===== config.mk =====
export PLATFORM = sky130hd
export DESIGN_NAME = qslerp_sqrt_cell
export DESIGN_NICKNAME = d
export VERILOG_FILES = /design/src/rtl/assert_macros.svh /design/src/rtl/qslerp_pkg.sv /design/src/rtl/qslerp_sqrt_cell.sv
export SDC_FILE = /design/constraint.sdc
export NUM_CORES = 1
export LEC_CHECK = 0
export ABC_AREA = 1
export BUFFER_PORTS_ARGS = -buffer_cell sky130_fd_sc_hd__buf_2
export CELL_PAD_IN_SITES_DETAIL_PLACEMENT = 1
export CELL_PAD_IN_SITES_GLOBAL_PLACEMENT = 1
export CORE_MARGIN = 1
export CORE_UTILIZATION = 37
export CTS_BUF_LIST = sky130_fd_sc_hd__clkbuf_4
export DETAILED_ROUTE_END_ITERATION = 10
export PLACE_DENSITY_LB_ADDON = 0.1
export SYNTH_ARGS = -nofsm -noshare
export SYNTH_HDL_FRONTEND = slang
export SYNTH_SLANG_ARGS = --single-unit

===== constraint.sdc =====
create_clock -name clk -period 2.25 [get_ports clk]
set_input_delay 0.225 -clock clk [delete_from_list [all_inputs] [get_ports clk]]
set_output_delay 0.225 -clock clk [all_outputs]
set_load 0.05 [all_outputs]

===== src/rtl/assert_macros.svh =====
// ----------------------------------------------------------------------------
// Assertion macros
// Shared concurrent assertion forms for the interpolator RTL.
// ----------------------------------------------------------------------------
`ifndef ASSERT_MACROS_SVH
`define ASSERT_MACROS_SVH

// Checked on every rising clock edge outside of reset.
`define QS_ASSERT(lbl, clk, rst, prop, msg) \
  lbl: assert property (@(posedge clk) disable iff (rst) prop) else $error(msg);

// Checked on every rising clock edge, reset included.
`define QS_ASSERT_ALWAYS(lbl, clk, prop, msg) \
  lbl: assert property (@(posedge clk) prop) else $error(msg);

`endif


===== src/rtl/qslerp_pkg.sv =====
// ----------------------------------------------------------------------------
// qslerp_pkg
// Types, fixed-point constants and helpers for the quaternion interpolator.
// ----------------------------------------------------------------------------
package qslerp_pkg;

  localparam int COMP_WIDTH  = 16;
  localparam int FRAC_BITS   = 14;
  localparam int BLEND_WIDTH = 15;
  localparam int ONE         = 1 << FRAC_BITS;
  localparam int NEAR_RESET  = 16;

  // Arc cosine polynomial, coefficients given in Q2.30 and truncated toward zero.
  localparam int ACOS_A0_Q30 = 1686557207;
  localparam int ACOS_A1_Q30 = -227756103;
  localparam int ACOS_A2_Q30 = 79737142;
  localparam int ACOS_A3_Q30 = -20110433;
  localparam int ACOS_A0 = ACOS_A0_Q30 / (1 << (30 - FRAC_BITS));
  localparam int ACOS_A1 = ACOS_A1_Q30 / (1 << (30 - FRAC_BITS));
  localparam int ACOS_A2 = ACOS_A2_Q30 / (1 << (30 - FRAC_BITS));
  localparam int ACOS_A3 = ACOS_A3_Q30 / (1 << (30 - FRAC_BITS));

  // Reciprocals for the sine series divisors 72, 42, 20 and 6. Rounded up
  // with this shift they give the exact floor quotient for 17-bit dividends.
  localparam int RECIP_SHIFT = 24;
  localparam int RECIP_WIDTH = 23;
  localparam logic [RECIP_WIDTH-1:0] SIN_RECIP [4] = '{
    23'(((1 << RECIP_SHIFT) + 71) / 72),
    23'(((1 << RECIP_SHIFT) + 41) / 42),
    23'(((1 << RECIP_SHIFT) + 19) / 20),
    23'(((1 << RECIP_SHIFT) + 5) / 6)
  };

  localparam int SIN_TERMS  = 4;
  localparam int SQRT_CELLS = 15;
  localparam int DIV_CELLS  = 14;

  typedef struct packed {
    logic signed [COMP_WIDTH-1:0] left_x;
    logic signed [COMP_WIDTH-1:0] left_y;
    logic signed [COMP_WIDTH-1:0] left_z;
    logic signed [COMP_WIDTH-1:0] left_w;
    logic signed [COMP_WIDTH-1:0] right_x;
    logic signed [COMP_WIDTH-1:0] right_y;
    logic signed [COMP_WIDTH-1:0] right_z;
    logic signed [COMP_WIDTH-1:0] right_w;
    logic [BLEND_WIDTH-1:0]       blend;
  } item_t;

  typedef struct packed {
    logic signed [COMP_WIDTH-1:0] out_x;
    logic signed [COMP_WIDTH-1:0] out_y;
    logic signed [COMP_WIDTH-1:0] out_z;
    logic signed [COMP_WIDTH-1:0] out_w;
  } result_t;

  // Square root cell data: radicand bits still to come, remainder, root.
  typedef struct packed {
    logic [29:0] rad;
    logic [16:0] rem;
    logic [14:0] root;
  } sqrt_cell_t;

  // Sine series cell data: argument, its square, partial Horner term.
  typedef struct packed {
    logic [14:0] x;
    logic [15:0] x2;
    logic [14:0] h;
  } sin_cell_t;

  // Divider cell data: partial remainder, divisor, quotient so far.
  typedef struct packed {
    logic [14:0] rem;
    logic [14:0] dsr;
    logic [14:0] quo;
  } div_cell_t;

  // Signed rescale by ONE, truncating toward zero.
  function automatic logic signed [39:0] tdiv(input logic signed [39:0] v);
    if (v < 0) begin
      return (v + 40'(ONE - 1)) >>> FRAC_BITS;
    end
    return v >>> FRAC_BITS;
  endfunction

endpackage


===== src/rtl/qslerp_sqrt_cell.sv =====
// ----------------------------------------------------------------------------
// qslerp_sqrt_cell
// One registered step of the integer square root: one root bit per cell.
// ----------------------------------------------------------------------------
module qslerp_sqrt_cell (
  input  logic                    clk,
  input  logic                    en,
  input  qslerp_pkg::sqrt_cell_t  din,
  output qslerp_pkg::sqrt_cell_t  dout
);
  import qslerp_pkg::*;

  logic [18:0] rem2;
  logic [18:0] trial;

  always_comb begin
    rem2  = {din.rem, din.rad[29:28]};
    trial = {2'b00, din.root, 2'b01};
  end

  always_ff @(posedge clk) begin
    if (en) begin
      dout.rad <= {din.rad[27:0], 2'b00};
      if (rem2 >= trial) begin
        dout.rem  <= 17'(rem2 - trial);
        dout.root <= {din.root[13:0], 1'b1};
      end else begin
        dout.rem  <= 17'(rem2);
        dout.root <= {din.root[13:0], 1'b0};
      end
    end
  end

endmodule


Word level (Yosys, flattened, before mapping):

Cells that the tools add are included.

* $add $sub $neg: 1
* $lt $le $gt $ge: 1
* multiplexer cells: 1

Operators by type and width (number)
* 32-bit 2-to-1 mux: 1
* 19-bit by 17-bit >= comparator with 1-bit output: 1
* 17-bit subtractor: 1

* bits in registers: 60
* input bits: 64
* output and inout bits: 62
* word-level logic and storage cells: 6

Longest topological paths before layout:

* depth in word-level cells: 2
* gate-level depth with buffers: 13
* mapped depth without buffers: 13

Worst setup path before layout:

No wires, ideal clock.

* path kind: in2reg
* start point: input din[11] (netlist name)
* end point: register dout[18] (netlist name) (data pin)
* library setup time: 0.252 ns
* arrival time: 1.512 ns
* required time: 1.998 ns
* path slack: 0.486 ns
* stages: 13
* path buffers: 1
* cells stage by stage: inv_1 > ha_1 > nand2_1 > inv_1 > nand2_1 > nand2_1 > nand2_1 > nand2_1 > nor2_4 > nand2_8 > buf_8 > nand2_1 > nand2_1

* word-level cells in the longest chain between the ends: 2

Ends and longest elaborated chain
* from (decl): line qslerp_sqrt_cell.sv:8 `input qslerp_pkg::sqrt_cell_t din,`
* 19-bit by 17-bit >= comparator with 1-bit output: line qslerp_sqrt_cell.sv:24 `if (rem2 >= trial) begin`
* 32-bit 2-to-1 mux: line qslerp_sqrt_cell.sv:24
* to (decl): line qslerp_sqrt_cell.sv:9 `output qslerp_pkg::sqrt_cell_t dout`

Every way passes these cells.
A chain may end at the register's enable or synchronous reset.

Worst setup path in the final report:

* start point: input din[5] (netlist name)
* end point: register dout[24] (netlist name) (data pin)

* word-level cells in the longest chain between the ends: 2
* elaborated cells on any way between the ends: 3
* classes of those cells: add/sub (1); order compare (1); mux (1)

Ends and longest elaborated chain (line)
* 17-bit subtractor or 19-bit by 17-bit >= comparator with 1-bit output (tied branches): qslerp_sqrt_cell.sv:25, qslerp_sqrt_cell.sv:24
* 32-bit 2-to-1 mux *: qslerp_sqrt_cell.sv:24

Mark *: on every way between the ends. The rest lies on a longest branch, timed or not.

==> flow_summary.yaml <==
status:
  status: "completed"
cells_and_area:
  mostFrequentLayoutCells: "buf_2 (123), nand2_1 (114), inv_1 (60), edfxtp_1 (60), dlygate4sd3_1 (40)"
  final_nets: 598
  final_cell_area_sq_mm: 0.004634
  post-route-util: 0.5557
  multiInputGateArea_sq_mm: 0.001209
  layout_commonest_cell: "buf_2"
  syn2layout_area_growth_pct: 43.18
  layout-drive-gt1-share: 0.3257
  fillers: 1025
  largestRegisters: "dout x60"
  largest_reg_flops: 60
  antennaDiodeCount: 0
  regArea_sq_mm: 0.001802
  top_register: "dout"
cts:
  cts.clk_slew.worst_paths_ns: 0.10
  htree_levels: 3
  clock_path_buffers: 2
  numCtsBuffers: 9
  tritoncts: "done"
  cts_sinks: 60
  cts-root-buf: "clkbuf_4"
power:
  p_per_area_mw_per_mm2: 730.0
  power.leakage_nw: 2.342
  p_comb_frac: 0.300
  switching_share: 0.3445
  peakVddDrop_mv: 0.3455
  p_seq_frac: 0.411
  p_int_w: 0.002218
  switchingPower_w: 0.001166
  p_total_w: 0.003383
  p_clk_frac: 0.289
grt:
  grt_usage: 0.2025
  grt_pass1_wl_mm: 13.77
  overflow: 0
  antenna_found_initial: 0
  grt_max_degree: 61
  grt_pass1_vias: 2902
synth:
  yosysTopAreaCell: "edfxtp_1"
  synth_top_cell_area_share: 0.5566
  synth_area_sq_mm: 0.003237
  synth_edf_count: 60
  synth_cell_type_count: 28
  synth_ff_type: "edfxtp_1"
  postSynthAreaPerCell_sq_um: 9.492
  ys_warn_count: 0
  synth_async_sr_flop_share: 0
  synth_seq_cells: 60
  ys_seq_area_frac: 0.5566
  synthTopCellsByArea: "edfxtp_1 (56%), nand2_1 (13%), inv_1 (7.0%)"
  synthCells: 341
timing:
  drv_slew: 0
  fin_crit_ns: 2.147
  worst_slack_ns: 0.1027
  finalCritPeriodShare: 0.9543
  hold_viol: 0
  setup_viol: 0
  max_freq_ghz: 0.4657
floorplan:
  dieArea_sq_mm: 0.009126
  io_pins: 126
  die_w_microns: 95.53
  rows: 33
  initial_core_util: 0.3881
  die_y_microns: 95.53
  core-area_sq_mm: 0.008341
worst_setup_path:
  cp-start-kind: "input port"
  required_ns: 2.40
  end_kind: "flop"
  worstPathArrival_ns: 2.30
  worstPathMaxFanout: 10
  critical_path_class: "in2reg"
placement:
  hpwl_mm: 6.198
  port_buffers: 123
  placed_area_sq_mm: 0.003976
  gp_congestion: 0.8114
  dp_slack_ns: 0.1753
drt:
  drtPass1Iterations: 4
  vias: 2860
  vias_per_cell: 4.561
  wl_per_cell_microns: 14.26
  drtIter0Drc: 79
  drc: 0
  antenna_left: 0
  wl_mm: 8.938
hold_path:
  hold_path_class: "in2reg"
run:
  max-cap-violations: 0
## through the flow
stage	setup TNS, ns	instances	hold WS [ns]
floorplan	0	342	0.3239
global placement	0	568	0.4014
detailed placement	0	568	0.4034
CTS	0	624	0.001165
global route	-0.01147	627	0.004431
finish	0	627	0.02085
## critical path: stages
cell	delay (ns)
dlygate4sd3_1	0.55
buf_2	0.12
inv_1	0.04
ha_1	0.34
nand2_1	0.08
inv_2	0.07
nand2_2	0.07
nor2_1	0.11
nand2_1	0.12
nand3_4	0.12
nand2_8	0.10
buf_4	0.19
nand3_1	0.08
nand2_1	0.06
## synthesized netlist by cell type (2+ instances only)
cell,n
buf_4,2
nand3_1,27
nand3_2,3
nor3_1,2
edfxtp_1,60
nand2_2,5
nor2_2,4
inv_1,60
nand2_1,114
ha_1,17
or2_2,2
xor2_1,5
inv_2,3
a21oi_1,11
nor2_1,7
o21ai_0,2
nand3b_1,6
## power groups by stage
stage / Combinational [W] / Sequential, W / Clock [W]
4_1_cts: 0.00100 / 0.00139 / 0.00102
3_5_place_dp: 0.000944 / 0.00141 / 0
3_3_place_gp: 0.000927 / 0.00141 / 0
5_1_grt: 0.00110 / 0.00140 / 0.00105
6_report: 0.00102 / 0.00139 / 0.000977
2_1_floorplan: 0.000298 / 0.00180 / 0
## cells by family after synthesis
kind of cell | count (synthesis) | synth area share
simple gates | 176 | 0.2528
buf+inv | 68 | 0.08736
flops | 60 | 0.5566
fa+ha+maj | 17 | 0.06571
compound gates | 13 | 0.02010
xor+xnor | 6 | 0.01623
other cells | 1 | 0.001159
## metal layers
| layer | GRT usage | share of wire | vias to the layer above |
|---|---|---|---|
| li1 | - | - | 1448 |
| met1 | 0.2366 | 0.42 | 1314 |
| met2 | 0.3667 | 0.51 | 91 |
| met3 | 0.04545 | 0.064 | 7 |
| met4 | 0.06219 | 0.010 | 0 |
| met5 | 0 | 0 | - |
## cell type report
cell class,instances,share of cell area
multi-input combinational,214,0.2608
sequential,60,0.3888
timing repair buffer,169,0.2316
tap,105,0.02835
inverter,63,0.05103
clock buffer,9,0.01458
clock inverter,7,0.02484
## worst paths after layout
kind | slack (ns) | end | cells past startpoint | startpoint
hold / removal | 0.02 | dout[51] | 1 | din[49]
setup / recovery | 0.10 | dout[24] | 14 | din[5]
## repair_timing
action                     CTS  global route
setup endpoints to repair    0            17
gates resized for setup      0             7
hold endpoints to repair    40             0
hold buffers                40             0
buffers inserted             0             3
(Power assumes the default switching activity.)
