===== src/rtl/assert_macros.svh =====
// ----------------------------------------------------------------------------
// Assertion macros
// Shared concurrent assertion forms for the interpolator RTL.
// ----------------------------------------------------------------------------
`ifndef ASSERT_MACROS_SVH
`define ASSERT_MACROS_SVH

// Checked on every rising clock edge outside of reset.
`define QS_ASSERT(lbl, clk, rst, prop, msg) \
  lbl: assert property (@(posedge clk) disable iff (rst) prop) else $error(msg);

// Checked on every rising clock edge, reset included.
`define QS_ASSERT_ALWAYS(lbl, clk, prop, msg) \
  lbl: assert property (@(posedge clk) prop) else $error(msg);

`endif


===== src/rtl/qslerp_pkg.sv =====
// ----------------------------------------------------------------------------
// qslerp_pkg
// Types, fixed-point constants and helpers for the quaternion interpolator.
// ----------------------------------------------------------------------------
package qslerp_pkg;

  localparam int COMP_WIDTH  = 16;
  localparam int FRAC_BITS   = 14;
  localparam int BLEND_WIDTH = 15;
  localparam int ONE         = 1 << FRAC_BITS;
  localparam int NEAR_RESET  = 16;

  // Arc cosine polynomial, coefficients given in Q2.30 and truncated toward zero.
  localparam int ACOS_A0_Q30 = 1686557207;
  localparam int ACOS_A1_Q30 = -227756103;
  localparam int ACOS_A2_Q30 = 79737142;
  localparam int ACOS_A3_Q30 = -20110433;
  localparam int ACOS_A0 = ACOS_A0_Q30 / (1 << (30 - FRAC_BITS));
  localparam int ACOS_A1 = ACOS_A1_Q30 / (1 << (30 - FRAC_BITS));
  localparam int ACOS_A2 = ACOS_A2_Q30 / (1 << (30 - FRAC_BITS));
  localparam int ACOS_A3 = ACOS_A3_Q30 / (1 << (30 - FRAC_BITS));

  // Reciprocals for the sine series divisors 72, 42, 20 and 6. Rounded up
  // with this shift they give the exact floor quotient for 17-bit dividends.
  localparam int RECIP_SHIFT = 24;
  localparam int RECIP_WIDTH = 23;
  localparam logic [RECIP_WIDTH-1:0] SIN_RECIP [4] = '{
    23'(((1 << RECIP_SHIFT) + 71) / 72),
    23'(((1 << RECIP_SHIFT) + 41) / 42),
    23'(((1 << RECIP_SHIFT) + 19) / 20),
    23'(((1 << RECIP_SHIFT) + 5) / 6)
  };

  localparam int SIN_TERMS  = 4;
  localparam int SQRT_CELLS = 15;
  localparam int DIV_CELLS  = 14;

  typedef struct packed {
    logic signed [COMP_WIDTH-1:0] left_x;
    logic signed [COMP_WIDTH-1:0] left_y;
    logic signed [COMP_WIDTH-1:0] left_z;
    logic signed [COMP_WIDTH-1:0] left_w;
    logic signed [COMP_WIDTH-1:0] right_x;
    logic signed [COMP_WIDTH-1:0] right_y;
    logic signed [COMP_WIDTH-1:0] right_z;
    logic signed [COMP_WIDTH-1:0] right_w;
    logic [BLEND_WIDTH-1:0]       blend;
  } item_t;

  typedef struct packed {
    logic signed [COMP_WIDTH-1:0] out_x;
    logic signed [COMP_WIDTH-1:0] out_y;
    logic signed [COMP_WIDTH-1:0] out_z;
    logic signed [COMP_WIDTH-1:0] out_w;
  } result_t;

  // Square root cell data: radicand bits still to come, remainder, root.
  typedef struct packed {
    logic [29:0] rad;
    logic [16:0] rem;
    logic [14:0] root;
  } sqrt_cell_t;

  // Sine series cell data: argument, its square, partial Horner term.
  typedef struct packed {
    logic [14:0] x;
    logic [15:0] x2;
    logic [14:0] h;
  } sin_cell_t;

  // Divider cell data: partial remainder, divisor, quotient so far.
  typedef struct packed {
    logic [14:0] rem;
    logic [14:0] dsr;
    logic [14:0] quo;
  } div_cell_t;

  // Signed rescale by ONE, truncating toward zero.
  function automatic logic signed [39:0] tdiv(input logic signed [39:0] v);
    if (v < 0) begin
      return (v + 40'(ONE - 1)) >>> FRAC_BITS;
    end
    return v >>> FRAC_BITS;
  endfunction

endpackage


===== src/rtl/qslerp_sin_cell.sv =====
// ----------------------------------------------------------------------------
// qslerp_sin_cell
// One term of the sine series in two stages: h = ONE - x2*h/(k*ONE).
// ----------------------------------------------------------------------------
module qslerp_sin_cell (
  input  logic                                    clk,
  input  logic                                    en,
  input  logic [qslerp_pkg::RECIP_WIDTH-1:0]      recip,
  input  qslerp_pkg::sin_cell_t                   din,
  output qslerp_pkg::sin_cell_t                   dout
);
  import qslerp_pkg::*;

  logic [30:0] prod;
  logic [14:0] ax;
  logic [15:0] ax2;
  logic [16:0] aq;
  logic [39:0] qm;
  logic [16:0] d;

  assign prod = din.x2 * din.h;

  always_ff @(posedge clk) begin
    if (en) begin
      ax  <= din.x;
      ax2 <= din.x2;
      aq  <= 17'(prod >> FRAC_BITS);
    end
  end

  // The rounded-up reciprocal gives the floor quotient without correction.
  assign qm = aq * recip;
  assign d  = 17'(qm >> RECIP_SHIFT);

  always_ff @(posedge clk) begin
    if (en) begin
      dout.x  <= ax;
      dout.x2 <= ax2;
      dout.h  <= (d > 17'(ONE)) ? 15'd0 : 15'(17'(ONE) - d);
    end
  end

endmodule


===== src/rtl/qslerp_sin.sv =====
// ----------------------------------------------------------------------------
// qslerp_sin
// Pipelined sine approximation: square, four series cells, final product.
// ----------------------------------------------------------------------------
module qslerp_sin (
  input  logic        clk,
  input  logic        en,
  input  logic [14:0] arg,
  output logic [14:0] sine
);
  import qslerp_pkg::*;

  sin_cell_t   c [SIN_TERMS+1];
  logic [29:0] sq;
  logic [29:0] fin;

  assign sq  = arg * arg;
  assign fin = c[SIN_TERMS].x * c[SIN_TERMS].h;

  always_ff @(posedge clk) begin
    if (en) begin
      c[0].x  <= arg;
      c[0].x2 <= 16'(sq >> FRAC_BITS);
      c[0].h  <= 15'(ONE);
      sine    <= 15'(fin >> FRAC_BITS);
    end
  end

  for (genvar k = 0; k < SIN_TERMS; k++) begin : g_term
    qslerp_sin_cell u_cell (
      .clk   (clk),
      .en    (en),
      .recip (SIN_RECIP[k]),
      .din   (c[k]),
      .dout  (c[k+1])
    );
  end

endmodule


===== config.mk =====
export PLATFORM = sky130hd
export DESIGN_NAME = qslerp_sin
export DESIGN_NICKNAME = d
export VERILOG_FILES = /design/src/rtl/assert_macros.svh /design/src/rtl/qslerp_pkg.sv /design/src/rtl/qslerp_sin_cell.sv /design/src/rtl/qslerp_sin.sv
export SDC_FILE = /design/constraint.sdc
export NUM_CORES = 2
export LEC_CHECK = 0
export BUFFER_PORTS_ARGS = -buffer_cell sky130_fd_sc_hd__buf_2
export CORE_ASPECT_RATIO = 0.8
export CORE_MARGIN = 8
export CORE_UTILIZATION = 45
export DETAILED_ROUTE_END_ITERATION = 16
export PLACE_DENSITY = 0.66
export SYNTH_ARGS = -nofsm -noshare
export SYNTH_HDL_FRONTEND = slang
export SYNTH_SLANG_ARGS = --single-unit

===== constraint.sdc =====
create_clock -name clk -period 14.6 [get_ports clk]
set_input_delay 1.46 -clock clk [delete_from_list [all_inputs] [get_ports clk]]
set_output_delay 1.46 -clock clk [all_outputs]
set_load 0.01 [all_outputs]

; ---- After elaboration in Yosys (flattened, before gate mapping)
; Cells that the tools add are included.
[op_classes]
n_mul = 9
n_lt_le_gt_ge = 4
addsub = 4
[ops]
columns = cell, n
row1 = multiplier 16 x 15 -> 31 bit, 3
row2 = > comparator 16 x 15 -> 1 bit (second input constant), 4
row3 = subtractor 15 bit (first input constant), 4
row4 = multiplier 17 x 22 -> 39 bit (second input constant), 1
row5 = multiplier 17 x 20 -> 37 bit (second input constant), 1
row6 = multiplier 17 x 18 -> 35 bit (second input constant), 1
row7 = multiplier 16 x 18 -> 34 bit (second input constant), 1
row8 = multiplier 15 x 15 -> 30 bit, 1
row9 = multiplier 15 x 15 -> 29 bit, 1
[totals]
wordCells = 42
output_inout_bits = 15
inputBits = 17
regBits = 389

; ---- Logic depth before layout (Yosys ltp)
[depth]
depth_word = 2
mapped_depth = 27
mapped_depth_nobuf = 27

; ---- Hierarchy
; From an unflattened synthesis, not the netlist that was laid out.
[hier_totals]
cells_unflattened = 11232
hier_area_um2 = 106149.3
[modules_own_cells]
columns = module, area_each_um2, n_inst, seq_area_each_um2, cells_each
row1 = qslerp_sin_cell (g_term[1].u_cell ...), 22884.4, 2, 2822.7, 2418
row2 = qslerp_sin_cell (g_term[0].u_cell), 23004.6, 1, 2822.7, 2457
row3 = qslerp_sin_cell (g_term[3].u_cell), 22908.2, 1, 2822.7, 2427
row4 = qslerp_sin, 14467.6, 1, 1381.3, 1512

; ---- Worst setup path before layout
; OpenSTA, ideal clock, no wires.
[synth_path]
path_kind = in2reg
from = input port arg[8]
to = register c[211] in the netlist's numbering (data pin)
setup_ps = 258
stages = 22
setup_slack_ps = 7502
arrival_ps = 6841
n_path_buf = 1
required_time_ps = 14342
cell_sequence = clkbuf_1 -> and2_1 -> fa_1 -> inv_1 -> fa_1 -> inv_1 -> fa_1 -> inv_1 -> fa_1 -> fa_1 -> inv_1 -> fa_1 -> ha_1 -> a21o_1 -> a21oi_1 -> o211ai_1 -> a31oi_1 -> a41o_1 -> a21oi_1 -> or3_1 -> a21oi_1 -> xnor2_1
[synth_via]
elab_chain_len = 1
[synth_lines]
columns = item, line_no
row1 = start: declaration, qslerp_sin.sv:8  ; input logic [14:0] arg,
row2 = multiplier 15 x 15 -> 30 bit, qslerp_sin.sv:17  ; assign sq = arg * arg;
row3 = via sq[26], qslerp_sin.sv:14  ; logic [29:0] sq;
row4 = end: declaration, qslerp_sin.sv:13  ; sin_cell_t c [SIN_TERMS+1];
; The timed path passes the listed nets, and every way through them passes these cells.
; A chain may end at the register's enable or synchronous reset.

; ---- Final worst setup path
[layout_path]
from = register g_term[3].u_cell.dout[6] in the netlist's numbering
to = register sine[14] (data pin)
[layout_via]
elab_chain_len = 1
[layout_lines]
columns = item, line_no
row1 = start: declaration, qslerp_sin_cell.sv:10  ; output qslerp_pkg::sin_cell_t dout
row2 = multiplier 15 x 15 -> 29 bit, qslerp_sin.sv:18  ; assign fin = c[SIN_TERMS].x * c[SIN_TERMS].h;
row3 = via fin[28], qslerp_sin.sv:15  ; logic [29:0] fin;
row4 = end signal: assignment, qslerp_sin.sv:25  ; sine <= 15'(fin >> FRAC_BITS);
row5 = end: declaration, qslerp_sin.sv:9  ; output logic [14:0] sine
; The timed path passes the listed nets, and every way through them passes these cells.

==> reports/summary.txt <==
Top-Level Pins = 32
crit path DAT = 7830 ps
vias in the first global route = 42,800
Port Buffers = 31
met1 Use GR = 25.2%
area delta synth->final = 5.36%
critical-path cell list = nand2_1 > fa_1 > inv_1 > fa_1 > inv_1 > fa_1 > inv_1 > fa_1 > fa_1 > fa_1 > ha_1 > nand3_1 > o311ai_0 > a31oi_1 > o21ai_0 > nor4_1 > o41ai_1 > a21oi_1 > xnor2_1
Routed WL = 126,000 um
core box area = 140,000 um^2
1st-iter DRT viols = 2,325
# nets final = 8,109
min cycle time layout = 7480 ps
Via density = 5.09
dpl cell area = 65,300 um^2
DRC = 0
fin. max-slew vios = 0
Seq cells post-synth = 373
Rows = 123
sequential fraction of the synthesis area = 17.7%
syn_nets = 8,180
H-Tree Depth = 2
first-pass GRT wire length = 217,000 um
CP Class = reg2reg
Yosys cell types = 78
post-CTS setup buffers = 0
Hold Crit Depth = 0
first drt pass iteration count = 7
clk buf depth = 3
Yosys warning total = 0
slowest stage delay, CP = 960 ps
CTS tree = built
# fillers = 12,700
Crit. End Element = flip-flop
hold buffers post-CTS = 0
RD Place Congestion = 0.857
Die X = 435 um
Root Driver = clkbuf_16
number of routed nets with antenna violations = 0
post-cts resize count = 0
Setup crit start kind = flip-flop
GR peak layer = met2
final setup fails = 0
Worst-Skew Late Latency = 600 ps
global-route congestion overflow total = 0
max-cap check violation count = 0
min-delay worst type = reg2reg
total negative slack = 0 ps
post-DP HPWL = 105,000 um
EDFF count, synth = 373
ratio of final minimum period to clock period = 51.2%
CTS Buf Count = 41
Syn Inst Count = 6,075
status = finished clean
initial antenna violation count = 0
register area = 11,200 um^2
ys flop type = edfxtp_1
Die Span Y = 352 um
routed via count = 40,200
layout cells sized above 1 = 2.50%
reg2reg path depth = 19
final hold vios = 0
met3 usage = 1.92%
met2 usage = 27.2%
clock slew at reported path FFs = 60 ps
clock skew = 21.7 ps
Routed WL per cell = 16.0 um
multi-input logic area = 46,400 um^2
Post-Layout Inst Area = 66,700 um^2
Tot GR Track Use = 16.9%
largest net degree at the start of global routing = 81
clock sinks = 373
most common library cell in the layout ignoring fill and taps = inv_1
initial core utilization = 45.2%
netlist area before placement = 63,300 um^2
Slowest-stage cell, CP = o311ai_0
CP required = 14,950 ps
die area = 153,000 um^2
CP Max Fanout = 15
syn_area_per_cell = 10.4 um^2
async set or reset register ratio after synthesis = 0%
Slew Limit Headroom = 25.5%
most frequent cells in the layout = inv_1, fa_1, ha_1, nand2_1, and2_1
highest achievable clock rate = 134 MHz
worst-margin pin slew = 1100 ps
CP dominant cell by count = fa_1
RSZ-0062 raised after global routing = false
metal layers:
metal	share of wire [%]	up-vias
li1	-	18900
met1	49	20500
met2	45	814
met3	4.9	112
met4	1.3	0
met5	0	-
registers in the layout, summed over array words and instances (netlist names):
| name | cells |
|---|---|
| sine | 15 |
| g_term.u_cell.aq | 51 |
| g_term.u_cell.ax2 | 48 |
| g_term.u_cell.dout | 168 |
| g_term.u_cell.ax | 60 |
| c | 31 |
critical path: cells and delay by family (launching register included):
kind            cells  cell delay [ps]
compound gates      5             2500
xor+xnor            1              140
simple gates        3              400
flops               1              740
fa+ha+maj           7             3280
buf+inv             3              160
Yosys cell counts (5+ instances only):
cell type  number  area [um^2]
a2111oi_0       6         52.6
a211o_1         6         52.6
a211oi_1       21          158
a21boi_0        8         60.1
a21o_1         55          413
a21oi_1       117          586
a311oi_1        7         61.3
a31o_2          6         52.6
a31oi_1        17          106
a41o_1          5         50.1
and2_1        444         2780
and3_1         23          144
and4_1          7         61.3
clkbuf_1      147          552
edfxtp_1      373        11200
fa_1         1133        22700
ha_1          955        11900
inv_1        1370         5140
nand2_1       678         2540
nand2b_1       16          100
nand3_1        39          195
nand3b_1        8         60.1
nand4_1        23          144
nand4b_1        6         52.6
nor2_1        119          447
nor2b_1        21          131
nor3_1         43          215
nor3b_1         7         52.6
nor4_1          6         37.5
o211ai_1       11         82.6
o21a_1         32          240
o21ai_0        59          295
o21bai_1       11         82.6
o31ai_1         9         67.6
or2_2          22          138
or3_1          14         87.6
xnor2_1       126         1100
xor2_1         44          385
kinds of logic (layout without fill, tap and decap cells):
family / count (synthesis) / after routing / synth area share [%]
muxes: 10 / 10 / 0.192
AOI/OAI and AO/OA: 419 / 419 / 4.47
other: 0 / 1 / 0
xor gates and xnor gates: 170 / 170 / 2.35
adders and majority gates: 2088 / 2088 / 54.7
DFF: 373 / 373 / 17.7
buffers and inverters: 1522 / 1484 / 9.03
and+or+nand+nor: 1493 / 1493 / 11.6
area by class of cell:
type / count / share of cell area [%]
multi-input cells: 4180 / 69.6
flip-flops and latches: 373 / 16.8
inverters: 1370 / 7.71
well taps: 1875 / 3.52
clock buffers: 46 / 1.57
clock inverters: 30 / 0.546
repair buffers: 38 / 0.326
diodes: 1 / 0.00375
path summary, 6_finish.rpt:
| check | end | slack, ps | start |
|---|---|---|---|
| setup / recovery | sine[14]$_DFFE_PP_ | 7120 | g_term[3].u_cell.dout[6]$_SDFFCE_PN0P_ |
| hold / removal | g_term[1].u_cell.dout[43]$_DFFE_PP_ | 410 | g_term[1].u_cell.ax[12]$_DFFE_PP_ |
| setup reg to reg | sine[14]$_DFFE_PP_ | 7120 | g_term[3].u_cell.dout[6]$_SDFFCE_PN0P_ |
| hold reg to reg | g_term[1].u_cell.dout[43]$_DFFE_PP_ | 410 | g_term[1].u_cell.ax[12]$_DFFE_PP_ |
per-stage QoR:
stage	setup slack [ps]	utilization, %	hold WS (ps)	instances
floorplan	7500	-	400	6075
global placement	6930	46.6	400	7836
detailed placement	6860	46.6	405	7836
CTS	7140	47.6	393	7912
global route	6710	47.6	402	7912
finish	7120	47.6	406	7913
Power is not shown: default switching activity piles up to over one toggle a cycle in this logic, so the estimate is an artifact.
