===== config.mk =====
export PLATFORM = sky130hd
export DESIGN_NAME = qslerp_div_cell
export DESIGN_NICKNAME = d
export VERILOG_FILES = /design/src/rtl/assert_macros.svh /design/src/rtl/qslerp_pkg.sv /design/src/rtl/qslerp_div_cell.sv
export SDC_FILE = /design/constraint.sdc
export NUM_CORES = 1
export LEC_CHECK = 0
export BUFFER_PORTS_ARGS = -buffer_cell sky130_fd_sc_hd__buf_2
export CORE_ASPECT_RATIO = 1.2
export CORE_MARGIN = 5
export CORE_UTILIZATION = 45
export CTS_BUF_LIST = sky130_fd_sc_hd__clkbuf_4
export DETAILED_ROUTE_END_ITERATION = 8
export GPL_ROUTABILITY_DRIVEN = 0
export PLACE_DENSITY = 0.84
export SYNTH_ARGS = -nofsm -noshare
export SYNTH_HDL_FRONTEND = slang
export SYNTH_SLANG_ARGS = --single-unit

===== constraint.sdc =====
create_clock -name clk -period 1.9 [get_ports clk]
set_input_delay 0.095 -clock clk [delete_from_list [all_inputs] [get_ports clk]]
set_output_delay 0.095 -clock clk [all_outputs]
set_load 0.005 [all_outputs]

===== src/rtl/assert_macros.svh =====
// ----------------------------------------------------------------------------
// Assertion macros
// Shared concurrent assertion forms for the interpolator RTL.
// ----------------------------------------------------------------------------
`ifndef ASSERT_MACROS_SVH
`define ASSERT_MACROS_SVH

// Checked on every rising clock edge outside of reset.
`define QS_ASSERT(lbl, clk, rst, prop, msg) \
  lbl: assert property (@(posedge clk) disable iff (rst) prop) else $error(msg);

// Checked on every rising clock edge, reset included.
`define QS_ASSERT_ALWAYS(lbl, clk, prop, msg) \
  lbl: assert property (@(posedge clk) prop) else $error(msg);

`endif


===== src/rtl/qslerp_pkg.sv =====
// ----------------------------------------------------------------------------
// qslerp_pkg
// Types, fixed-point constants and helpers for the quaternion interpolator.
// ----------------------------------------------------------------------------
package qslerp_pkg;

  localparam int COMP_WIDTH  = 16;
  localparam int FRAC_BITS   = 14;
  localparam int BLEND_WIDTH = 15;
  localparam int ONE         = 1 << FRAC_BITS;
  localparam int NEAR_RESET  = 16;

  // Arc cosine polynomial, coefficients given in Q2.30 and truncated toward zero.
  localparam int ACOS_A0_Q30 = 1686557207;
  localparam int ACOS_A1_Q30 = -227756103;
  localparam int ACOS_A2_Q30 = 79737142;
  localparam int ACOS_A3_Q30 = -20110433;
  localparam int ACOS_A0 = ACOS_A0_Q30 / (1 << (30 - FRAC_BITS));
  localparam int ACOS_A1 = ACOS_A1_Q30 / (1 << (30 - FRAC_BITS));
  localparam int ACOS_A2 = ACOS_A2_Q30 / (1 << (30 - FRAC_BITS));
  localparam int ACOS_A3 = ACOS_A3_Q30 / (1 << (30 - FRAC_BITS));

  // Reciprocals for the sine series divisors 72, 42, 20 and 6. Rounded up
  // with this shift they give the exact floor quotient for 17-bit dividends.
  localparam int RECIP_SHIFT = 24;
  localparam int RECIP_WIDTH = 23;
  localparam logic [RECIP_WIDTH-1:0] SIN_RECIP [4] = '{
    23'(((1 << RECIP_SHIFT) + 71) / 72),
    23'(((1 << RECIP_SHIFT) + 41) / 42),
    23'(((1 << RECIP_SHIFT) + 19) / 20),
    23'(((1 << RECIP_SHIFT) + 5) / 6)
  };

  localparam int SIN_TERMS  = 4;
  localparam int SQRT_CELLS = 15;
  localparam int DIV_CELLS  = 14;

  typedef struct packed {
    logic signed [COMP_WIDTH-1:0] left_x;
    logic signed [COMP_WIDTH-1:0] left_y;
    logic signed [COMP_WIDTH-1:0] left_z;
    logic signed [COMP_WIDTH-1:0] left_w;
    logic signed [COMP_WIDTH-1:0] right_x;
    logic signed [COMP_WIDTH-1:0] right_y;
    logic signed [COMP_WIDTH-1:0] right_z;
    logic signed [COMP_WIDTH-1:0] right_w;
    logic [BLEND_WIDTH-1:0]       blend;
  } item_t;

  typedef struct packed {
    logic signed [COMP_WIDTH-1:0] out_x;
    logic signed [COMP_WIDTH-1:0] out_y;
    logic signed [COMP_WIDTH-1:0] out_z;
    logic signed [COMP_WIDTH-1:0] out_w;
  } result_t;

  // Square root cell data: radicand bits still to come, remainder, root.
  typedef struct packed {
    logic [29:0] rad;
    logic [16:0] rem;
    logic [14:0] root;
  } sqrt_cell_t;

  // Sine series cell data: argument, its square, partial Horner term.
  typedef struct packed {
    logic [14:0] x;
    logic [15:0] x2;
    logic [14:0] h;
  } sin_cell_t;

  // Divider cell data: partial remainder, divisor, quotient so far.
  typedef struct packed {
    logic [14:0] rem;
    logic [14:0] dsr;
    logic [14:0] quo;
  } div_cell_t;

  // Signed rescale by ONE, truncating toward zero.
  function automatic logic signed [39:0] tdiv(input logic signed [39:0] v);
    if (v < 0) begin
      return (v + 40'(ONE - 1)) >>> FRAC_BITS;
    end
    return v >>> FRAC_BITS;
  endfunction

endpackage


===== src/rtl/qslerp_div_cell.sv =====
// ----------------------------------------------------------------------------
// qslerp_div_cell
// One registered restoring division step: one quotient bit per cell.
// ----------------------------------------------------------------------------
module qslerp_div_cell (
  input  logic                   clk,
  input  logic                   en,
  input  qslerp_pkg::div_cell_t  din,
  output qslerp_pkg::div_cell_t  dout
);
  import qslerp_pkg::*;

  logic [15:0] r2;

  assign r2 = {din.rem, 1'b0};

  always_ff @(posedge clk) begin
    if (en) begin
      dout.dsr <= din.dsr;
      if (r2 >= {1'b0, din.dsr}) begin
        dout.rem <= 15'(r2 - {1'b0, din.dsr});
        dout.quo <= {din.quo[13:0], 1'b1};
      end else begin
        dout.rem <= r2[14:0];
        dout.quo <= {din.quo[13:0], 1'b0};
      end
    end
  end

endmodule


[Word level (Yosys, flattened, before mapping)]
Index checks and enable logic that the tools add are counted.
Word-level totals
  register bits: 45
  input bits: 47
  output and inout bits: 45
  word-level logic and storage cells: 8
Cells by class
  $add $sub $neg: 1
  magnitude comparators: 1
  mux-type cells: 2
Operators with widths (count)
  greater-or-equal comparator 16 x 15 -> 1 bit: 1
  2-to-1 mux 15 bit: 1
  subtractor 15 bit: 1
  2-to-1 mux 1 bit: 1

[Longest topological paths before layout]
Gate-level depths: netlist of run 1.
  depth after elaboration: 2
  mapped depth: 11
  depth with buffers taken out: 10

[Worst setup path after synthesis of run 1]
Ideal clock, no wire load.
  path type: input to register
  start point: in din[15] (netlist name)
  end point: reg dout[37] (netlist name) (data pin)
  setup time: 0.260 ns
  data arrival time: 1.784 ns
  data required time: 1.640 ns
  slack: -0.143 ns
  stages on the path: 9
  buffers on the path: 1
  path through: inv_1 > fa_1 > o21a_1 > o21bai_1 > a21oi_2 > o221ai_2 > a31oi_4 > buf_6 > mux2_2
Between the ends
  word-level cells in the longest chain between the ends: 2
  elaborated cells between the ends (all ways): 3
  those cells by class: add/sub: 1; order compare: 1; mux: 1
Ends and longest elaborated chain
  from (decl): RTL line qslerp_div_cell.sv:8  | input qslerp_pkg::div_cell_t din,
  subtractor 15 bit / greater-or-equal comparator 16 x 15 -> 1 bit (equally long branches): RTL line qslerp_div_cell.sv:21, qslerp_div_cell.sv:20
  2-to-1 mux 15 bit *: RTL line qslerp_div_cell.sv:20  | if (r2 >= {1'b0, din.dsr}) begin
  to (decl): RTL line qslerp_div_cell.sv:9  | output qslerp_pkg::div_cell_t dout
Every way passes the cells marked *; elsewhere a longest branch is shown, timed or not.
A chain may end at the register's enable or synchronous reset.

[Final worst setup path of run 1]
  start point: in din[29] (netlist name)
  end point: reg dout[37] (netlist name) (data pin)
Between the ends
  word-level cells in the longest chain between the ends: 2
Ends and longest elaborated chain (RTL line)
  greater-or-equal comparator 16 x 15 -> 1 bit: qslerp_div_cell.sv:20
  2-to-1 mux 15 bit: qslerp_div_cell.sv:20
No other way between the ends.

==> flow_metrics.py, run 1 <==
metrics = {
    "sta": {
        "hold_viol_final": 0,
        "slew_viol_final": 0,
        "tns_ns": 0,
        "setup_viol": 0,
        "rsz0062_at_grt": "no",
        "fin_hold_ws_ns": 0.0558,
        "fmax_mhz": 561,
        "worstMarginPinSlew_ns": 0.484,
        "postLayoutSetupSlackWorst_ns": 0.116,
        "period_needed_ns": 1.78,
        "relSlewSlack_pct": 67.7,
        "timing.final.crit_share_pct": 93.9,
    },
    "synthesis": {
        "yosys_register_bits": 45,
        "postSynthCellCount": 176,
        "ys_seq_area_share_pct": 59.5,
        "yosysWarnings": 0,
        "syn_avg_cell_area_sq_um": 12.9,
        "synth_cell_type_count": 34,
        "syn-cell-area_sq_um": 2270,
        "syn_nets": 239,
    },
    "run": {
        "maxCapViolations": 0,
    },
    "routing": {
        "wire_per_inst_microns": 13.4,
        "wl_microns": 5250,
        "first_pass_iters": 4,
        "drt_iter0_drc": 99,
        "vias": 1858,
        "drtAntennaViolNets": 0,
        "vias_per_cell": 4.75,
        "drc": 0,
    },
    "layout": {
        "top_regs": "dout (45)",
        "top_register": "dout",
        "diodes": 0,
        "fin_cells": 391,
        "final_common_cell": "buf_2",
        "nFillCells": 377,
        "multi_input_area_sq_um": 878,
        "ff_latch_area_sq_um": 1350,
        "largest_register_ffs": 45,
        "nets": 394,
        "drive_gt1_share_pct": 45.0,
        "layout_common_cells": "buf_2, edfxtp_1, dlygate4sd3_1, buf_4, a21oi_1",
        "syn2layout_area_growth_pct": 51.3,
    },
    "clock_network": {
        "clock_path_buffers": 2,
        "clk_transition_reported_paths_ns": 0.13,
        "post_cts_buffers": 0,
        "cts-root-buf": "clkbuf_4",
        "ctsHtreeMaxLevel": 2,
        "cts_tree": "yes",
        "cts.sink_count": 45,
        "cts_buffers": 5,
    },
    "worst_setup_path": {
        "start_kind": "primary input",
        "endpoint_kind": "flip-flop",
        "worstSetupPathType": "primary input to flip-flop",
        "worstPathArrival_ns": 1.89,
        "critPathRequiredTime_ns": 2.01,
        "worst-path-max-fanout": 11,
    },
    "floorplan": {
        "design.core.area_sq_um": 4900,
        "die_area_sq_um": 6580,
        "die_x_microns": 74.9,
        "ios": 92,
        "die_h_microns": 87.8,
        "initial_core_util_pct": 46.3,
        "row_count": 28,
    },
    "placement": {
        "post-place-ws_ns": -0.248,
        "dpl.hpwl_microns": 3990,
        "portBuffers": 90,
        "placedCellCount": 355,
    },
    "global_routing": {
        "grt-ovfl-total": 0,
        "track_usage_pct": 16.5,
        "grt_pass1_vias": 1928,
        "grt_max_degree": 28,
        "grt_pass1_wl_microns": 8370,
        "antenna_found_initial": 0,
    },
    "power_and_ir_drop": {
        "p_leak_nw": 1.55,
        "ir_worst_vdd_mv": 0.326,
        "p_seq_share_pct": 50.2,
        "p_sw_uw": 618,
        "total_power_mw": 2.47,
        "combPwrFrac_pct": 27.2,
        "pwr-share-clk_pct": 22.7,
        "powerDensity_nw_per_um2": 719,
        "p_int_mw": 1.85,
        "p_sw_share_pct": 25.0,
    },
    "hold_path": {
        "hold_class": "primary input to flip-flop",
    },
    "outcome": {
        "status": "complete, no violations",
    },
}
## layer usage
layer / GRT usage (%) / wire length [microns] / up-vias
li1: - / - / 954
met1: 18.9 / 2040 / 834
met5: 0 / 0 / -
met2: 28.8 / 2670 / 59
met4: 7.44 / 127 / 0
met3: 3.56 / 412 / 11
## synth_stat cells
library cell / count / area, sq um
or2_2: 1 / 6.26
nor3b_1: 1 / 7.51
inv_2: 1 / 3.75
and2_1: 1 / 6.26
a31oi_4: 1 / 21.3
edfxtp_1: 45 / 1350
a21oi_1: 18 / 90.1
o221ai_2: 1 / 15.0
a32oi_1: 1 / 8.76
nor3_1: 2 / 10.0
buf_6: 1 / 11.3
xnor2_1: 8 / 70.1
a41oi_2: 1 / 16.3
mux2_2: 5 / 56.3
o21ai_0: 5 / 25.0
buf_4: 1 / 7.51
o21a_1: 5 / 37.5
a21o_1: 3 / 22.5
o21bai_1: 2 / 15.0
nor2_1: 14 / 52.6
nand2_1: 10 / 37.5
o2111ai_1: 1 / 8.76
nand3_2: 1 / 10.0
o211ai_1: 1 / 7.51
a31oi_1: 2 / 12.5
a21boi_0: 2 / 15.0
fa_1: 1 / 20.0
xor2_1: 3 / 26.3
a211o_1: 1 / 8.76
nor2b_1: 1 / 6.26
o31ai_2: 1 / 12.5
inv_1: 18 / 67.6
a21oi_2: 2 / 17.5
ha_1: 15 / 188
## worst paths after layout
kind    start  endpoint  slack, ns  cells after the start
max   din[29]  dout[37]       0.12                      7
min   din[32]  dout[33]       0.06                      2
## critical path, stage by stage
cell	delay, ns
dlygate4sd3_1	0.52
buf_2	0.11
inv_1	0.04
ha_1	0.32
nor3_2	0.07
a31oi_4	0.37
mux2_2	0.38
## power groups by stage
| stage | Combinational (mW) | Sequential [mW] | Clock, mW |
|---|---|---|---|
| after global placement | 0.607 | 1.26 | 0 |
| after floorplan | 0.295 | 1.29 | 0 |
| after CTS | 0.673 | 1.24 | 0.576 |
| after detailed placement | 0.626 | 1.26 | 0 |
| final | 0.671 | 1.24 | 0.560 |
| after global routing | 0.748 | 1.25 | 0.622 |
## layout make-up
| class | instances | area share, % |
|---|---|---|
| Sequential cell | 45 | 39.3 |
| Multi-Input combinational cell | 110 | 25.5 |
| Inverter | 19 | 2.07 |
| Clock inverter | 2 | 1.02 |
| Timing Repair Buffer | 150 | 28.8 |
| Tap cell | 60 | 2.18 |
| Clock buffer | 5 | 1.09 |
## kinds of logic (layout without fill, tap and decap cells)
kind of cell,Yosys count,count (layout),synth area share (%)
AO/OA/AOI/OAI,47,47,14.7
flip-flops,45,45,59.5
AND/OR/NAND/NOR,31,31,6.00
buffers and inverters,21,176,3.96
adder cells (fa/ha/maj),16,16,9.14
XOR/XNOR,11,11,4.24
multiplexers,5,5,2.48
## what timing repair did
action | CTS | global route
endpoints found under the hold margin | 28 | 1
setup endpoints to repair | 0 | 5
resized for setup | 0 | 2
hold buffers | 28 | 1
## metrics by stage
stage / util [%] / area, sq um
after floorplan: - / 2310
final: 70.1 / 3440
after detailed placement: 62.5 / 3070
after global placement: 62.5 / 3070
after global routing: 70.1 / 3440
after CTS: 69.7 / 3420
Note: power is estimated with default switching activity, not from simulation.
==> run 2, diff against run 1 <==
--- a/config.mk
+++ b/config.mk
@@ -5,10 +5,11 @@
 export SDC_FILE = /design/constraint.sdc
 export NUM_CORES = 1
 export LEC_CHECK = 0
+export ABC_AREA = 1
 export BUFFER_PORTS_ARGS = -buffer_cell sky130_fd_sc_hd__buf_2
 export CORE_ASPECT_RATIO = 1.2
 export CORE_MARGIN = 5
-export CORE_UTILIZATION = 45
+export CORE_UTILIZATION = 46
 export CTS_BUF_LIST = sky130_fd_sc_hd__clkbuf_4
 export DETAILED_ROUTE_END_ITERATION = 8
 export GPL_ROUTABILITY_DRIVEN = 0
==> run 2 against run 1 <==
Worst setup slack worse by 0.024 ns; worst hold slack worse by 0.045 ns; critical path type unchanged; clock power up 3%; largest cell class unchanged; combinational power down 9.1%; critical endpoint is now dout[36].
==> flow_metrics.py, run 2 <==
metrics = {
    "outcome": {
        "status": "complete, no violations",
    },
    "synthesis": {
        "postSynthCellCount": 283,
        "ys_seq_area_share_pct": 53.2,
        "yosysWarnings": 0,
        "yosysMostFrequentCell": "nand2_1",
        "synth_area_leaders": "edfxtp_1, nand2_1, inv_1",
        "yosysTopAreaCellShare_pct": 53.2,
        "yosys_register_bits": 45,
        "syn-cell-area_sq_um": 2540,
        "synth_top_area_cell": "edfxtp_1",
        "async_reset_ff_share_pct": 0,
        "synthFlopType": "edfxtp_1",
        "synth_enable_flop_cells": 45,
        "syn_avg_cell_area_sq_um": 8.98,
        "synthTopCellsByCount": "nand2_1, inv_1, edfxtp_1",
        "syn_nets": 346,
        "synth_cell_type_count": 25,
    },
    "placement": {
        "placed_cell_area_sq_um": 3060,
        "placedCellCount": 435,
        "portBuffers": 90,
        "post-place-ws_ns": 0.0828,
        "dpl.hpwl_microns": 4330,
    },
    "sta": {
        "worstMarginPinSlew_ns": 0.556,
        "fmax_mhz": 553,
        "slew_viol_final": 0,
        "rsz0062_at_grt": "yes",
        "period_needed_ns": 1.81,
        "relSlewSlack_pct": 62.9,
        "postLayoutSetupSlackWorst_ns": 0.0924,
        "timing.final.crit_share_pct": 95.1,
        "fin_hold_ws_ns": 0.0108,
        "setup_viol": 0,
        "hold_viol_final": 0,
        "tns_ns": 0,
    },
    "global_routing": {
        "grt-ovfl-total": 0,
        "grt_max_degree": 46,
        "grt_pass1_wl_microns": 10400,
        "antenna_found_initial": 0,
        "grt_pass1_vias": 2415,
        "track_usage_pct": 17.9,
    },
    "routing": {
        "wl_microns": 6180,
        "drt_iter0_drc": 150,
        "vias_per_cell": 4.87,
        "drc": 0,
        "first_pass_iters": 4,
        "wire_per_inst_microns": 13.1,
        "vias": 2296,
        "drtAntennaViolNets": 0,
    },
    "worst_setup_path": {
        "endpoint_kind": "flip-flop",
        "worstPathArrival_ns": 1.94,
        "critPathSlowestCell": "dlygate4sd3_1",
        "cp_cell_sequence": "dlygate4sd3_1 -> buf_2 -> inv_1 -> ha_1 -> nor2_1 -> inv_1 -> nand3_2 -> nand3_1 -> nand2_2 -> nand2_8 -> nand2_1 -> nand2_1",
        "crit_family": "buffers and inverters",
        "worst-path-max-fanout": 16,
        "cpPeakStageDelay_ns": 0.52,
        "critPathRequiredTime_ns": 2.03,
        "path_buf_inv": 4,
        "start_kind": "primary input",
        "worstSetupPathType": "primary input to flip-flop",
    },
    "clock_network": {
        "clock_path_buffers": 2,
        "cts_tree": "yes",
        "ctsHtreeMaxLevel": 2,
        "cts.sink_count": 45,
        "cts-root-buf": "clkbuf_4",
        "cts_buffers": 5,
        "clk_transition_reported_paths_ns": 0.12,
    },
    "run": {
        "maxCapViolations": 0,
    },
    "layout": {
        "largest_register_ffs": 45,
        "nFillCells": 432,
        "fin_cells": 471,
        "drive_gt1_share_pct": 27.9,
        "syn2layout_area_growth_pct": 35.4,
        "top_register": "dout",
        "final_common_cell": "nand2_1",
        "top_regs": "dout (45)",
        "multi_input_area_sq_um": 972,
        "nets": 472,
        "diodes": 0,
        "finalInstanceArea_sq_um": 3440,
        "layout_common_cells": "nand2_1, buf_2, inv_1",
        "ff_latch_area_sq_um": 1350,
    },
    "floorplan": {
        "ios": 92,
        "initial_core_util_pct": 47.6,
        "design.core.area_sq_um": 5330,
        "die_h_microns": 91.4,
        "die_area_sq_um": 7120,
        "die_x_microns": 77.9,
        "row_count": 29,
    },
    "power_and_ir_drop": {
        "p_leak_nw": 1.78,
        "powerDensity_nw_per_um2": 703,
        "ir_worst_vdd_mv": 0.334,
    },
    "hold_path": {
        "hold_class": "primary input to flip-flop",
    },
}
## run 2: timing repair
action	in CTS	in global routing
setup endpoints to repair	0	15
resized for setup	0	4
hold buffers	29	0
endpoints found under the hold margin	29	0
buffers inserted	0	0
## run 2: cell families (layout without fill, tap and decap cells)
logic type | after synthesis | count (layout) | share of synthesized area, %
and+or+nand+nor | 151 | 151 | 25.6
buffers and inverters | 56 | 182 | 9.11
DFF | 45 | 45 | 53.2
adders and majority gates | 16 | 16 | 8.17
AOI/OAI and AO/OA | 10 | 10 | 2.26
xor gates and xnor gates | 5 | 5 | 1.72
## run 2: worst paths after layout
check / from / to / depth (start not counted)
max: din[18] / dout[36] / 12
min: din[33] / dout[34] / 3
## run 2: power breakdown
group	leakage, nW	switching (mW)	internal (mW)
Clock	0.0410	0.307	0.268
Combinational	1.30	0.344	0.266
Sequential	0.440	0.0216	1.21
Total	1.78	0.672	1.75
## run 2: layer usage
| layer | track usage [%] | vias to the layer above | wire [microns] |
|---|---|---|---|
| li1 | - | 1152 | - |
| met4 | 8.31 | 0 | 136 |
| met2 | 33.2 | 83 | 3340 |
| met1 | 18.5 | 1048 | 2210 |
| met3 | 4.36 | 13 | 489 |
| met5 | 0 | - | 0 |
## run 2: final cells by class
class,instances,share of cell area [%]
clock inverter,2,1.02
sequential,45,39.3
multi-input combinational,182,28.3
inverter,54,6.11
tap,62,2.26
timing repair buffer,121,22.0
clock buffer,5,1.09
## run 2: per-stage QoR
stage,util (%),total power [mW]
6_report,64.5,2.42
3_3_place_gp,57.3,1.78
5_1_grt,64.5,2.56
3_5_place_dp,57.3,1.80
2_1_floorplan,-,1.58
4_1_cts,64.1,2.41
